## src/hdl/assert_macros.svh

```systemverilog
// Assertion macros for the scheduler RTL.
`ifndef ASSERT_MACROS_SVH
`define ASSERT_MACROS_SVH

// Check a property on every rising clock edge outside reset.
`define AAWS_ASSERT(label, clk, rst, prop, msg) \
  label: assert property (@(posedge clk) disable iff (rst) prop) else $error(msg);

// Check a property on every rising clock edge, reset included.
`define AAWS_ASSERT_ALWAYS(label, clk, prop, msg) \
  label: assert property (@(posedge clk) prop) else $error(msg);

`endif

```

## src/hdl/aaws_pkg.sv

```systemverilog
// Types, constants and reduction trees of the ASAP/ALAP wire scheduler.
`timescale 1ns / 1ps
`default_nettype none

package aaws_pkg;

  localparam int TIME_W     = 7;
  localparam int MASK_W     = 16;
  localparam int WIRE_SLOTS = 16;

  typedef logic [TIME_W-1:0]                  time_t;
  typedef logic [MASK_W-1:0]                  mask_t;
  typedef logic [WIRE_SLOTS-1:0][TIME_W-1:0] wire_vec_t;

  // Maximum of all wire slots as a four-level tree.
  function automatic time_t max_tree(input wire_vec_t v);
    time_t l1 [8];
    time_t l2 [4];
    time_t l3 [2];
    for (int i = 0; i < 8; i++) l1[i] = (v[2*i] > v[2*i+1]) ? v[2*i] : v[2*i+1];
    for (int i = 0; i < 4; i++) l2[i] = (l1[2*i] > l1[2*i+1]) ? l1[2*i] : l1[2*i+1];
    for (int i = 0; i < 2; i++) l3[i] = (l2[2*i] > l2[2*i+1]) ? l2[2*i] : l2[2*i+1];
    return (l3[0] > l3[1]) ? l3[0] : l3[1];
  endfunction

  // Minimum of all wire slots as a four-level tree.
  function automatic time_t min_tree(input wire_vec_t v);
    time_t l1 [8];
    time_t l2 [4];
    time_t l3 [2];
    for (int i = 0; i < 8; i++) l1[i] = (v[2*i] < v[2*i+1]) ? v[2*i] : v[2*i+1];
    for (int i = 0; i < 4; i++) l2[i] = (l1[2*i] < l1[2*i+1]) ? l1[2*i] : l1[2*i+1];
    for (int i = 0; i < 2; i++) l3[i] = (l2[2*i] < l2[2*i+1]) ? l2[2*i] : l2[2*i+1];
    return (l3[0] < l3[1]) ? l3[0] : l3[1];
  endfunction

endpackage

`default_nettype wire

```

## src/hdl/aaws_op_if.sv

```systemverilog
// Operation request channel: barrier flag, wire mask and end-of-run mark.
`timescale 1ns / 1ps
`default_nettype none

interface aaws_op_if;
  logic            valid;
  logic            ready;
  logic            is_barrier;
  aaws_pkg::mask_t wire_mask;
  logic            last;

  modport source (output valid, is_barrier, wire_mask, last, input ready);
  modport sink   (input valid, is_barrier, wire_mask, last, output ready);
endinterface

`default_nettype wire

```

## src/hdl/aaws_slot_if.sv

```systemverilog
// Slot result channel: start slot, end-of-run mark and overflow flag.
`timescale 1ns / 1ps
`default_nettype none

interface aaws_slot_if;
  logic            valid;
  logic            ready;
  aaws_pkg::time_t slot_time;
  logic            last_result;
  logic            overflow;

  modport source (output valid, slot_time, last_result, overflow, input ready);
  modport sink   (input valid, slot_time, last_result, overflow, output ready);
endinterface

`default_nettype wire

```

## src/hdl/aaws_cfg_if.sv

```systemverilog
// Configuration write channel carrying the scheduling mode.
`timescale 1ns / 1ps
`default_nettype none

interface aaws_cfg_if;
  logic valid;
  logic ready;
  logic mode;

  modport source (output valid, mode, input ready);
  modport sink   (input valid, mode, output ready);
endinterface

`default_nettype wire

```

## src/hdl/aaws_ram.sv

```systemverilog
// Generic simple dual-port RAM with one write port and a registered read port.
`timescale 1ns / 1ps
`default_nettype none

module aaws_ram #(
  parameter int WIDTH = 8,
  parameter int DEPTH = 64,
  localparam int AW = $clog2(DEPTH)
) (
  input  logic             clk,
  input  logic             wr_en,
  input  logic [AW-1:0]    wr_addr,
  input  logic [WIDTH-1:0] wr_data,
  input  logic             rd_en,
  input  logic [AW-1:0]    rd_addr,
  output logic [WIDTH-1:0] rd_data
);

  logic [WIDTH-1:0] mem [DEPTH];

  // Write and read, read data registered.
  always_ff @(posedge clk) begin
    if (wr_en) mem[wr_addr] <= wr_data;
    if (rd_en) rd_data <= mem[rd_addr];
  end

endmodule

`default_nettype wire

```

## src/hdl/asap_alap_wire_scheduler.sv

```systemverilog
// Top level of the ASAP/ALAP wire scheduler.
//
// Usage:
//   op_in   - operation requests (is_barrier, wire_mask, last). One request is
//             taken per cycle while the block collects a run. Up to MAX_OPS
//             operations are stored; further ones are dropped and flagged.
//   slot_out - one result per stored operation, in input order, with
//             last_result on the final one and overflow on every result of a
//             run in which requests were dropped.
//   cfg     - mode register (0 ASAP, 1 ALAP), always ready, read at the end of
//             the forward pass and as each result is loaded.
// Sequence of a run:
//   the request marked last starts a forward pass; ALAP mode adds a depth step
//   and a reverse pass. Results then leave one at a time, the next one loaded
//   only after the one before is taken. op_in.ready stays low from the last request
//   until the final result is taken.
// Reset clears the mode, the run counters and the wire ready times. A stalled
// receiver holds the output register and the emission pointer in place.
`timescale 1ns / 1ps
`default_nettype none
`include "assert_macros.svh"

module asap_alap_wire_scheduler #(
  parameter int NUM_WIRES = 16,
  parameter int MAX_OPS   = 64
) (
  input  logic          clk,
  input  logic          rst,
  aaws_op_if.sink       op_in,
  aaws_slot_if.source   slot_out,
  aaws_cfg_if.sink      cfg
);

  localparam int TW  = aaws_pkg::TIME_W;
  localparam int MW  = aaws_pkg::MASK_W;
  localparam int WS  = aaws_pkg::WIRE_SLOTS;
  localparam int NW  = (NUM_WIRES < WS) ? NUM_WIRES : WS;
  localparam int AW  = $clog2(MAX_OPS);
  localparam int CW  = $clog2(MAX_OPS + 1);
  localparam int OPW = MW + 1;
  localparam int TMW = 2 * TW;

  typedef enum logic [2:0] {
    S_LOAD, S_FWD, S_DEPTH, S_REV, S_EMIT_RD, S_EMIT_LD, S_EMIT_WAIT
  } state_t;

  state_t          state;
  logic            mode;
  logic [CW-1:0]   op_count;
  logic            overflow_seen;
  logic [CW-1:0]   iptr;
  logic            pv;
  logic [AW-1:0]   paddr;
  logic [AW-1:0]   eptr;
  aaws_pkg::time_t depth;
  logic            out_valid;
  aaws_pkg::time_t out_time;
  logic            out_last;
  logic            out_ovf;

  logic            in_acc;
  logic            has_room;
  logic [CW-1:0]   count_dec;
  logic [CW-1:0]   iptr_dec;
  logic [AW-1:0]   last_idx;
  logic            issue_f;
  logic            issue_r;
  logic            emit_next;
  logic [AW-1:0]   rd_addr;
  logic            fwd_go;
  logic            rev_go;
  logic            clr_ready;

  logic [OPW-1:0]  op_rd_data;
  logic [TMW-1:0]  time_rd_data;
  logic            time_wr_en;
  logic [TMW-1:0]  time_wr_data;
  logic            q_barrier;
  aaws_pkg::mask_t q_mask;

  logic [WS-1:0]       used;
  aaws_pkg::wire_vec_t ready_vec;
  aaws_pkg::wire_vec_t ready_used;
  aaws_pkg::wire_vec_t dl_used;
  aaws_pkg::time_t     early_t;
  aaws_pkg::time_t     depth_val;
  aaws_pkg::time_t     dmin;
  aaws_pkg::time_t     rq_early;
  aaws_pkg::time_t     base;
  aaws_pkg::time_t     late_t;
  logic                any_used;
  logic                under;

  // Handshakes
  assign in_acc       = op_in.valid && op_in.ready;
  assign op_in.ready  = (state == S_LOAD);
  assign cfg.ready    = 1'b1;
  assign slot_out.valid       = out_valid;
  assign slot_out.slot_time   = out_time;
  assign slot_out.last_result = out_last;
  assign slot_out.overflow    = out_ovf;

  // Hold the mode register
  always_ff @(posedge clk) begin
    if (rst) begin
      mode <= 1'b0;
    end else if (cfg.valid && cfg.ready) begin
      mode <= cfg.mode;
    end
  end

  // Derive pointers and read issue
  assign has_room  = (op_count < CW'(MAX_OPS));
  assign count_dec = CW'(op_count - 1'b1);
  assign iptr_dec  = CW'(iptr - 1'b1);
  assign last_idx  = count_dec[AW-1:0];
  assign issue_f   = (state == S_FWD) && (iptr < op_count);
  assign issue_r   = (state == S_REV) && (iptr != '0);
  assign emit_next = (state == S_EMIT_WAIT) && slot_out.ready && (eptr != last_idx);
  assign fwd_go    = (state == S_FWD) && pv;
  assign rev_go    = (state == S_REV) && pv;
  assign clr_ready = (state == S_EMIT_WAIT) && slot_out.ready && (eptr == last_idx);

  always_comb begin
    unique case (state)
      S_FWD:       rd_addr = iptr[AW-1:0];
      S_REV:       rd_addr = iptr_dec[AW-1:0];
      S_EMIT_RD:   rd_addr = eptr;
      S_EMIT_WAIT: rd_addr = AW'(eptr + 1'b1);
      default:     rd_addr = '0;
    endcase
  end

  // Operation store: barrier flag over wire mask
  aaws_ram #(.WIDTH(OPW), .DEPTH(MAX_OPS)) u_op_ram (
    .clk     (clk),
    .wr_en   (in_acc && has_room),
    .wr_addr (op_count[AW-1:0]),
    .wr_data ({op_in.is_barrier, op_in.wire_mask}),
    .rd_en   (issue_f || issue_r),
    .rd_addr (rd_addr),
    .rd_data (op_rd_data)
  );

  assign q_barrier = op_rd_data[MW];
  assign q_mask    = op_rd_data[MW-1:0];

  // Time store: early slot over late slot
  assign time_wr_en   = fwd_go || rev_go;
  assign time_wr_data = fwd_go ? {early_t, early_t} : {rq_early, late_t};

  aaws_ram #(.WIDTH(TMW), .DEPTH(MAX_OPS)) u_time_ram (
    .clk     (clk),
    .wr_en   (time_wr_en),
    .wr_addr (paddr),
    .wr_data (time_wr_data),
    .rd_en   (issue_r || (state == S_EMIT_RD) || emit_next),
    .rd_addr (rd_addr),
    .rd_data (time_rd_data)
  );

  assign rq_early = time_rd_data[TMW-1:TW];

  // Wire lanes: ready time and deadline per wire
  for (genvar w = 0; w < WS; w++) begin : g_wire
    if (w < NW) begin : g_on
      aaws_pkg::time_t ready_q;
      aaws_pkg::time_t dl_q;

      assign used[w]       = q_mask[w];
      assign ready_vec[w]  = ready_q;
      assign ready_used[w] = q_mask[w] ? ready_q : '0;
      assign dl_used[w]    = q_mask[w] ? dl_q : '1;

      // Advance ready time on the forward pass, drop it at run end
      always_ff @(posedge clk) begin
        if (rst || clr_ready) begin
          ready_q <= '0;
        end else if (fwd_go && q_mask[w]) begin
          ready_q <= q_barrier ? early_t : TW'(early_t + 1'b1);
        end
      end

      // Load deadline from the depth, then pull it back on the reverse pass
      always_ff @(posedge clk) begin
        if (state == S_DEPTH) begin
          dl_q <= depth_val;
        end else if (rev_go && q_mask[w]) begin
          dl_q <= late_t;
        end
      end
    end else begin : g_off
      assign used[w]       = 1'b0;
      assign ready_vec[w]  = '0;
      assign ready_used[w] = '0;
      assign dl_used[w]    = '1;
    end
  end

  // Forward and reverse slot arithmetic
  assign early_t   = aaws_pkg::max_tree(ready_used);
  assign depth_val = aaws_pkg::max_tree(ready_vec);
  assign dmin      = aaws_pkg::min_tree(dl_used);
  assign any_used  = |used;
  assign under     = any_used && (dmin == '0);
  assign base      = any_used ? TW'(dmin - 1'b1) : depth;

  always_comb begin
    if (q_barrier) begin
      late_t = any_used ? dmin : depth;
    end else if (under || (base < rq_early)) begin
      late_t = rq_early;
    end else begin
      late_t = base;
    end
  end

  // Sequencer: load, forward pass, depth and reverse pass (ALAP only), emission
  always_ff @(posedge clk) begin
    if (rst) begin
      state         <= S_LOAD;
      op_count      <= '0;
      overflow_seen <= 1'b0;
      iptr          <= '0;
      pv            <= 1'b0;
      eptr          <= '0;
      out_valid     <= 1'b0;
    end else begin
      unique case (state)
        S_LOAD: begin
          if (in_acc) begin
            if (has_room) begin
              op_count <= CW'(op_count + 1'b1);
            end else begin
              overflow_seen <= 1'b1;
            end
            if (op_in.last) begin
              state <= S_FWD;
              iptr  <= '0;
              pv    <= 1'b0;
            end
          end
        end
        S_FWD: begin
          // No read is issued once the last stored operation is in flight
          pv    <= issue_f;
          paddr <= rd_addr;
          if (issue_f) iptr <= CW'(iptr + 1'b1);
          if (pv && (paddr == last_idx)) begin
            state <= mode ? S_DEPTH : S_EMIT_RD;
            eptr  <= '0;
          end
        end
        S_DEPTH: begin
          depth <= depth_val;
          iptr  <= op_count;
          pv    <= 1'b0;
          state <= S_REV;
        end
        S_REV: begin
          // No read is issued once entry zero is in flight
          pv    <= issue_r;
          paddr <= rd_addr;
          if (issue_r) iptr <= iptr_dec;
          if (pv && (paddr == '0)) begin
            state <= S_EMIT_RD;
            eptr  <= '0;
          end
        end
        S_EMIT_RD: begin
          state <= S_EMIT_LD;
        end
        S_EMIT_LD: begin
          out_time  <= mode ? time_rd_data[TW-1:0] : rq_early;
          out_last  <= (eptr == last_idx);
          out_ovf   <= overflow_seen;
          out_valid <= 1'b1;
          state     <= S_EMIT_WAIT;
        end
        S_EMIT_WAIT: begin
          if (slot_out.ready) begin
            out_valid <= 1'b0;
            if (eptr == last_idx) begin
              state         <= S_LOAD;
              op_count      <= '0;
              overflow_seen <= 1'b0;
            end else begin
              eptr  <= AW'(eptr + 1'b1);
              state <= S_EMIT_LD;
            end
          end
        end
        default: state <= S_LOAD;
      endcase
    end
  end

  // Checks
  `AAWS_ASSERT(a_no_load_while_emit, clk, rst, !(op_in.ready && slot_out.valid), "request taken while a result is pending")
  `AAWS_ASSERT(a_count_bound, clk, rst, op_count <= CW'(MAX_OPS), "operation count beyond capacity")
  `AAWS_ASSERT(a_run_end, clk, rst, slot_out.valid && slot_out.ready && slot_out.last_result |=> op_in.ready && (op_count == '0), "run state not cleared after final result")

endmodule

`default_nettype wire

```

## src/flat_wrapper.sv

```systemverilog
// flat-port wrapper written by rule: the top's interface ports become plain ports
module asap_alap_wire_scheduler_flat 
#(
  parameter int NUM_WIRES = 16,
  parameter int MAX_OPS   = 64
)
  (clk, rst, op_in_valid, op_in_is_barrier, op_in_wire_mask, op_in_last, op_in_ready, slot_out_valid, slot_out_slot_time, slot_out_last_result, slot_out_overflow, slot_out_ready, cfg_valid, cfg_mode, cfg_ready);
  aaws_op_if op_in_i ();
  aaws_slot_if slot_out_i ();
  aaws_cfg_if cfg_i ();
  input  logic clk;
  input  logic rst;
  input wire logic [$bits(op_in_i.valid)-1:0] op_in_valid;
  input wire logic [$bits(op_in_i.is_barrier)-1:0] op_in_is_barrier;
  input wire logic [$bits(op_in_i.wire_mask)-1:0] op_in_wire_mask;
  input wire logic [$bits(op_in_i.last)-1:0] op_in_last;
  output wire logic [$bits(op_in_i.ready)-1:0] op_in_ready;
  output wire logic [$bits(slot_out_i.valid)-1:0] slot_out_valid;
  output wire logic [$bits(slot_out_i.slot_time)-1:0] slot_out_slot_time;
  output wire logic [$bits(slot_out_i.last_result)-1:0] slot_out_last_result;
  output wire logic [$bits(slot_out_i.overflow)-1:0] slot_out_overflow;
  input wire logic [$bits(slot_out_i.ready)-1:0] slot_out_ready;
  input wire logic [$bits(cfg_i.valid)-1:0] cfg_valid;
  input wire logic [$bits(cfg_i.mode)-1:0] cfg_mode;
  output wire logic [$bits(cfg_i.ready)-1:0] cfg_ready;
  assign op_in_i.valid = op_in_valid;
  assign op_in_i.is_barrier = op_in_is_barrier;
  assign op_in_i.wire_mask = op_in_wire_mask;
  assign op_in_i.last = op_in_last;
  assign op_in_ready = op_in_i.ready;
  assign slot_out_valid = slot_out_i.valid;
  assign slot_out_slot_time = slot_out_i.slot_time;
  assign slot_out_last_result = slot_out_i.last_result;
  assign slot_out_overflow = slot_out_i.overflow;
  assign slot_out_i.ready = slot_out_ready;
  assign cfg_i.valid = cfg_valid;
  assign cfg_i.mode = cfg_mode;
  assign cfg_ready = cfg_i.ready;
  asap_alap_wire_scheduler #(.NUM_WIRES(NUM_WIRES), .MAX_OPS(MAX_OPS)) u_core (.clk(clk), .rst(rst), .op_in(op_in_i), .slot_out(slot_out_i), .cfg(cfg_i));
endmodule
```

## config.mk

```make
export PLATFORM = sky130hd
export DESIGN_NAME = asap_alap_wire_scheduler_flat
export DESIGN_NICKNAME = d
export VERILOG_FILES = /design/src/hdl/aaws_pkg.sv /design/src/hdl/aaws_op_if.sv /design/src/hdl/aaws_slot_if.sv /design/src/hdl/aaws_cfg_if.sv /design/src/hdl/aaws_ram.sv /design/src/hdl/asap_alap_wire_scheduler.sv /design/src/flat_wrapper.sv
export VERILOG_INCLUDE_DIRS = /design/src /design/src/hdl
export SDC_FILE = /design/constraint.sdc
export NUM_CORES = 2
export LEC_CHECK = 0
export BUFFER_PORTS_ARGS = -buffer_cell sky130_fd_sc_hd__buf_2
export CORE_MARGIN = 1.5
export CORE_UTILIZATION = 40
export DETAILED_ROUTE_END_ITERATION = 16
export HOLD_SLACK_MARGIN = 0.1
export RECOVER_POWER = 25
export SETUP_SLACK_MARGIN = 0.05
export SLEW_MARGIN = 20
export SYNTH_ARGS = -nofsm -noshare
export SYNTH_HDL_FRONTEND = slang
export SYNTH_SLANG_ARGS = --single-unit
```

## constraint.sdc

```tcl
create_clock -name clk -period 17.1 [get_ports clk]
set_input_delay 0.855 -clock clk [delete_from_list [all_inputs] [get_ports clk]]
set_output_delay 0.855 -clock clk [all_outputs]
set_load 0.03 [all_outputs]
```

### After elaboration in Yosys (flattened, before gate mapping)

Memory sizes are Yosys's and may differ from the RTL's. A register that Yosys moved wholly into a read port is not among the register bits.
Cells that the tools add are included.
W data, S select, Z words.

* flip-flop bits (word level): 273
* bits in latches: 0
* bits in writable memories: 1984
* memory bits (read-only): 0
* bits of input ports: 24
* word-level logic and storage cells: 363
* memories: 2

Memories
* u_core.u_op_ram.mem: depth 64, width 17, rd ports 1, clocked after Yosys merged registers in 1, wr ports 1, RTL line aaws_ram.sv:19 `logic [WIDTH-1:0] mem [DEPTH];`
* u_core.u_time_ram.mem: depth 64, width 14, rd ports 1, clocked after Yosys merged registers in 1, wr ports 1, RTL line aaws_ram.sv:19

* add/subtract/negate cells: 7
* $mul: 0
* div/mod/pow operators: 0
* order comparisons: 48
* equal/unequal tests: 20
* shift-type cells: 0
* mux-type cells: 154
* bitwise logic cells: 1
* reductions and logical operators: 86

Operators by type and width (count)
* $mux W7: 123
* $gt A7 B7 Y1: 30
* $lt A7 B7 Y1: 17
* $logic_and A1 B1 Y1: 44
* $reduce_bool A2 Y1: 18
* $pmux W7 S4: 1
* $reduce_and A5 Y1: 5
* $mux W6: 4
* $pmux W6 S4: 1
* $add A7 B1 Y7 const B: 3
* $mux W3: 7
* $pmux W3 S7: 1
* $ne A2 B2 Y1 const B: 9
* $pmux W6 S3: 1
* $reduce_or A16 Y1: 1
* $mux W14: 1
* $pmux W7 S2: 1
* $sub A7 B1 Y7 const B: 2
* $eq A6 B6 Y1: 2
* $mux W1: 11
* $eq A3 B3 Y1 const B: 3
* $reduce_and A2 Y1: 4
* $logic_not A7 Y1: 1
* $lt A7 B7 Y1 const B: 1
* 17 further kinds: 25

### Logic depth before layout (Yosys ltp)

* depth after elaboration: 17
* depth in mapped cells: 53
* gate-level depth less buffers: 47

### Modules after synthesis

Synthesis repeated with hierarchy kept, for this count alone.

* cell total of the unflattened synthesis: 6345
* area total of the unflattened synthesis: 100926.8 um^2

Modules (own cells, without submodules)
* aaws_ram (u_core.u_op_ram): instances 1, cells each 1875, area each 42288.1 um^2, seq. area each 33181.8 um^2
* aaws_ram (u_core.u_time_ram): instances 1, cells each 1571, area each 35018.6 um^2, seq. area each 27326.2 um^2
* asap_alap_wire_scheduler: instances 1, cells each 2899, area each 23620.2 um^2, seq. area each 6806.5 um^2

### Least setup slack after synthesis

Ideal clock, no wire load.

* path type: register to register
* from: register u_core.u_op_ram.rd_data[11] (read register of u_core.u_op_ram.mem)
* to: memory u_core.u_time_ram.mem[0][2] in the netlist's numbering (data pin)
* library setup time: 0.729 ns
* arrival time: 11.798 ns
* setup slack: 4.573 ns
* stages on the path, launching flop included: 47
* path buffers: 6
* cell sequence: edfxtp_1 -> clkbuf_1 -> inv_1 -> nor2_1 -> ha_1 -> maj3_2 -> maj3_2 -> a221o_1 -> clkbuf_1 -> o21ai_1 -> ha_1 -> a21o_1 -> a21o_1 -> a21o_1 -> a41oi_1 -> a31o_2 -> or2_1 -> buf_4 -> (+11 left out) -> a21oi_1 -> nand3_1 -> or2_1 -> buf_4 -> nand3_1 -> a21oi_1 -> or2_2 -> ha_1 -> a21o_1 -> a21o_1 -> a21oi_1 -> nand4b_1 -> or3_1 -> buf_2 -> and2_4 -> buf_6 -> nor3b_1 -> o32ai_1

* longest elaborated chain between the ends: 16
* elaborated cells between the ends (all ways): 29

RTL lines
* start: declaration: RTL line aaws_ram.sv:16 `output logic [WIDTH-1:0] rd_data`
* $mux W7: RTL line asap_alap_wire_scheduler.sv:173 `assign dl_used[w] = q_mask[w] ? dl_q : '1;`
* $lt A7 B7 Y1: RTL line aaws_pkg.sv:31 `for (int i = 0; i < 8; i++) l1[i] = (v[2*i] < v[2*i+1]) ? v[2*i] : v[2*i+1];`
* $mux W7: RTL line aaws_pkg.sv:31
* $lt A7 B7 Y1: RTL line aaws_pkg.sv:32 `for (int i = 0; i < 4; i++) l2[i] = (l1[2*i] < l1[2*i+1]) ? l1[2*i] : l1[2*i+1];`
* $mux W7: RTL line aaws_pkg.sv:32
* $lt A7 B7 Y1: RTL line aaws_pkg.sv:33 `for (int i = 0; i < 2; i++) l3[i] = (l2[2*i] < l2[2*i+1]) ? l2[2*i] : l2[2*i+1];`
* $mux W7: RTL line aaws_pkg.sv:33
* $lt A7 B7 Y1: RTL line aaws_pkg.sv:34 `return (l3[0] < l3[1]) ? l3[0] : l3[1];`
* $mux W7: RTL line aaws_pkg.sv:34
* $sub A7 B1 Y7: RTL line asap_alap_wire_scheduler.sv:206 `assign base = any_used ? TW'(dmin - 1'b1) : depth;`
* $mux W7: RTL line asap_alap_wire_scheduler.sv:206
* $lt A7 B7 Y1: RTL line asap_alap_wire_scheduler.sv:211 `end else if (under || (base < rq_early)) begin`
* $logic_or A1 B1 Y1: RTL line asap_alap_wire_scheduler.sv:211
* $mux W7: RTL line asap_alap_wire_scheduler.sv:211
* $mux W7: RTL line asap_alap_wire_scheduler.sv:209 `if (q_barrier) begin`
* $mux W14 (*): RTL line asap_alap_wire_scheduler.sv:150 `assign time_wr_data = fwd_go ? {early_t, early_t} : {rq_early, late_t};`
* net u_core.time_wr_data[2]: RTL line asap_alap_wire_scheduler.sv:77 `logic [TMW-1:0] time_wr_data;`
* end: declaration: RTL line aaws_ram.sv:19

Mark *: on every way through the listed nets, which the timed path passes. The rest lies on a longest branch.

### Worst setup path after layout

* from: register u_core.u_op_ram.rd_data[5] (read register of u_core.u_op_ram.mem)
* to: memory u_core.u_time_ram.mem[36][4] in the netlist's numbering (data pin)

Same word-level chain as after synthesis.

==> results.toml <==
[run_status]
status = "complete, but fails checks"
violations = "capacitance limit, slew limit"

[die]
chipWidth_um = 506
dieArea_um2 = 256000
die_h_um = 506
io_pins = 36
start_util_pct = 40.3
fp.coreArea_um2 = 252000
std_cell_rows = 184

[synthesis]
syn_nets = 8536
yosys.area.top_type_share_pct = 63.7
synthMuxAreaShare_pct = 1.94
synth_top_family_by_area = "simple AND/OR/NAND/NOR gates"
synth_cells = 8233
synth_compound_area_share_pct = 11.9
seq_area_frac_synth_pct = 66.4
synth_common_cells = "2149 x edfxtp_1, 1293 x nand2_1, 776 x nand3_1, 492 x clkbuf_1, 450 x nor2_1"
synthFlopType = "edfxtp_1"
syn_area_per_cell_um2 = 12.3
yosysWarnings = 0
synth-xor-area-share_pct = 0.457
synth_area_leader_cell = "edfxtp_1"
synthDistinctLibCells = 99
synthAdderAreaFrac_pct = 3.52
yosys.area_share.simple_pct = 12.7
synth-edff-count = 2149
synth-async-reset-ratio_pct = 0
synth.most_common_cell = "edfxtp_1"
synth_seq_cells = 2288
synth_area_leaders = "edfxtp_1 64%, nand2_1 4.8%, nand3_1 3.8%, o221ai_1 3.8%, ha_1 3.4%"
syn_area_um2 = 101000

[sta]
fmax_mhz = 84.2
post-route-min-period_ns = 11.87
slew_violations = 1116
rsz0062_at_grt = "no"
skew_ns = 0.0734
period_share_pct = 69.4
hold_viol_final = 0
relSlewSlack_pct = -134
fin_tns_setup_ns = 0
worst_pin_slew_ns = 3.51
setup_viol = 0

[drt]
via_count = 67800
dr.pass1.iters = 6
drt_iter0_markers = 7041
postRouteAntennaNets = 0
via_per_inst = 5.81
wl_per_cell_um = 23.9
finalWirelength_um = 279000
drc = 0

[clocking]
cts_resized = 0
clk_root_buffer_cell = "clkbuf_16"
cts_hold_buffers = 0
cts_tree = "yes"
cts_buffers = 228
clock_sinks = 2288
htreeDepth = 4
clk_latency_ns = 0.91
cts_setup_buffers = 0
clockBufferDepth = 3
clk_pin_slew_ns = 0.06

[setup_path]
critical_path_class = "flop to flop"
cpPeakStageDelay_ns = 0.70
crit_arrival_ns = 12.38
end_kind = "flop"
cp-start-kind = "flop"
crit_top_cell = "a21oi_1"
crit_slowest_cell = "a21oi_1"
required_ns = 17.61
critical_path.max_fanout = 64

[job]
cap_violations = 18

[cells_and_area]
final_core_util_pct = 45.0
area_growth_pct = 11.8
drive_above_1_share_pct = 9.28
fin_nets = 8437

[placed_design]
post-dp-hpwl_um = 165000
routabilityCongestion = 0.867
io_buffers = 34

[hold_path]
hold_class = "input port to flop"

[global_routing]
grt_pass1_wl_um = 417000
antenna_found_initial = 12
grt_pass1_vias = 64600
overflow = 0
grt_max_degree = 183
track_usage_pct = 21.3
==> metal layers <==
| layer | track usage, % | up-vias | share of wire, % |
|---|---|---|---|
| met3 | 3.42 | 354 | 7.0 |
| met1 | 30.9 | 34100 | 45 |
| met2 | 33.1 | 2295 | 46 |
| met4 | 5.59 | 4 | 2.2 |
| met5 | 0 | - | 0.0097 |
| li1 | - | 31100 | - |
==> cells in the final DEF, fill, tap and decap left out, types with 32 or more instances in the layout <==
cell type,instances
nand4_1,41
buf_2,34
o22ai_1,102
a21oi_1,283
and3_1,77
a211oi_1,141
a31oi_1,121
and2_1,32
clkbuf_1,62
nor2_1,368
o21ai_0,331
buf_4,156
ha_1,279
clkbuf_16,229
nand2b_1,54
o221ai_1,438
mux2_2,42
edfxtp_1,2149
inv_1,255
a21o_1,55
nand3_1,776
dfxtp_1,139
nor2_2,64
mux2i_1,71
a311oi_1,99
nand2_1,1291
nor2b_1,94
clkinv_2,38
clkinv_1,54
==> path summary, 6_finish.rpt <==
path	cells after the start	slack, ns	from	endpoint
worst max-delay path	44	5.23	u_core.u_op_ram.rd_data[5]	u_core.u_time_ram.mem[36][4]
worst min register to register	0	0.46	u_core.overflow_seen	u_core.slot_out.overflow
worst min-delay path	3	0.32	op_in_valid	u_core.overflow_seen
worst max register to register	44	5.23	u_core.u_op_ram.rd_data[5]	u_core.u_time_ram.mem[36][4]
==> flip-flops by register name (all words and copies together) (netlist names), 14 cells and up <==
signal and flops:
u_core.g_wire.g_on.dl_q 112, u_core.g_wire.g_on.ready_q 112, u_core.u_op_ram.mem 1088, u_core.u_op_ram.rd_data 17
u_core.u_time_ram.mem 896, u_core.u_time_ram.rd_data 14
==> kinds of logic after synthesis <==
family                     count (synthesis)
muxes                                    151
xor gates and xnor gates                  52
and+or+nand+nor                         2902
other                                      1
DFF                                     2288
buffers and inverters                    809
AOI/OAI and AO/OA                       1744
adders and majority gates                286
==> area by class of cell <==
class,instances,area [um2]
fillers,22400,138000
flip-flops and latches,2288,67300
multi-input cells,5136,31600
clock buffers,278,5950
well taps,3348,4190
repair buffers,218,1630
clock inverters,148,1600
inverters,262,1010
diodes,2,5.00
==> through the flow <==
stage / cells / hold slack [ns] / area, um2 / worst slack [ns]
floorplan: 8233 / 0.409 / 101000 / 4.57
global placement: 11300 / 0.432 / 106000 / 5.28
detailed placement: 11300 / 0.438 / 106000 / 5.34
CTS: 11700 / 0.256 / 113000 / 5.29
global route: 11700 / 0.323 / 113000 / 4.37
finish: 11700 / 0.325 / 113000 / 5.23
==> critical path: cells and delay by family (launching register included) <==
kind | cells | cell delay (ns)
and+or+nand+nor | 17 | 3.76
DFF | 1 | 0.32
muxes | 2 | 0.28
adders and majority gates | 5 | 1.66
AOI/OAI and AO/OA | 18 | 4.77
buffers and inverters | 2 | 0.65
Power is not shown: default switching activity piles up to over one toggle a cycle in this logic, so the estimate is an artifact.
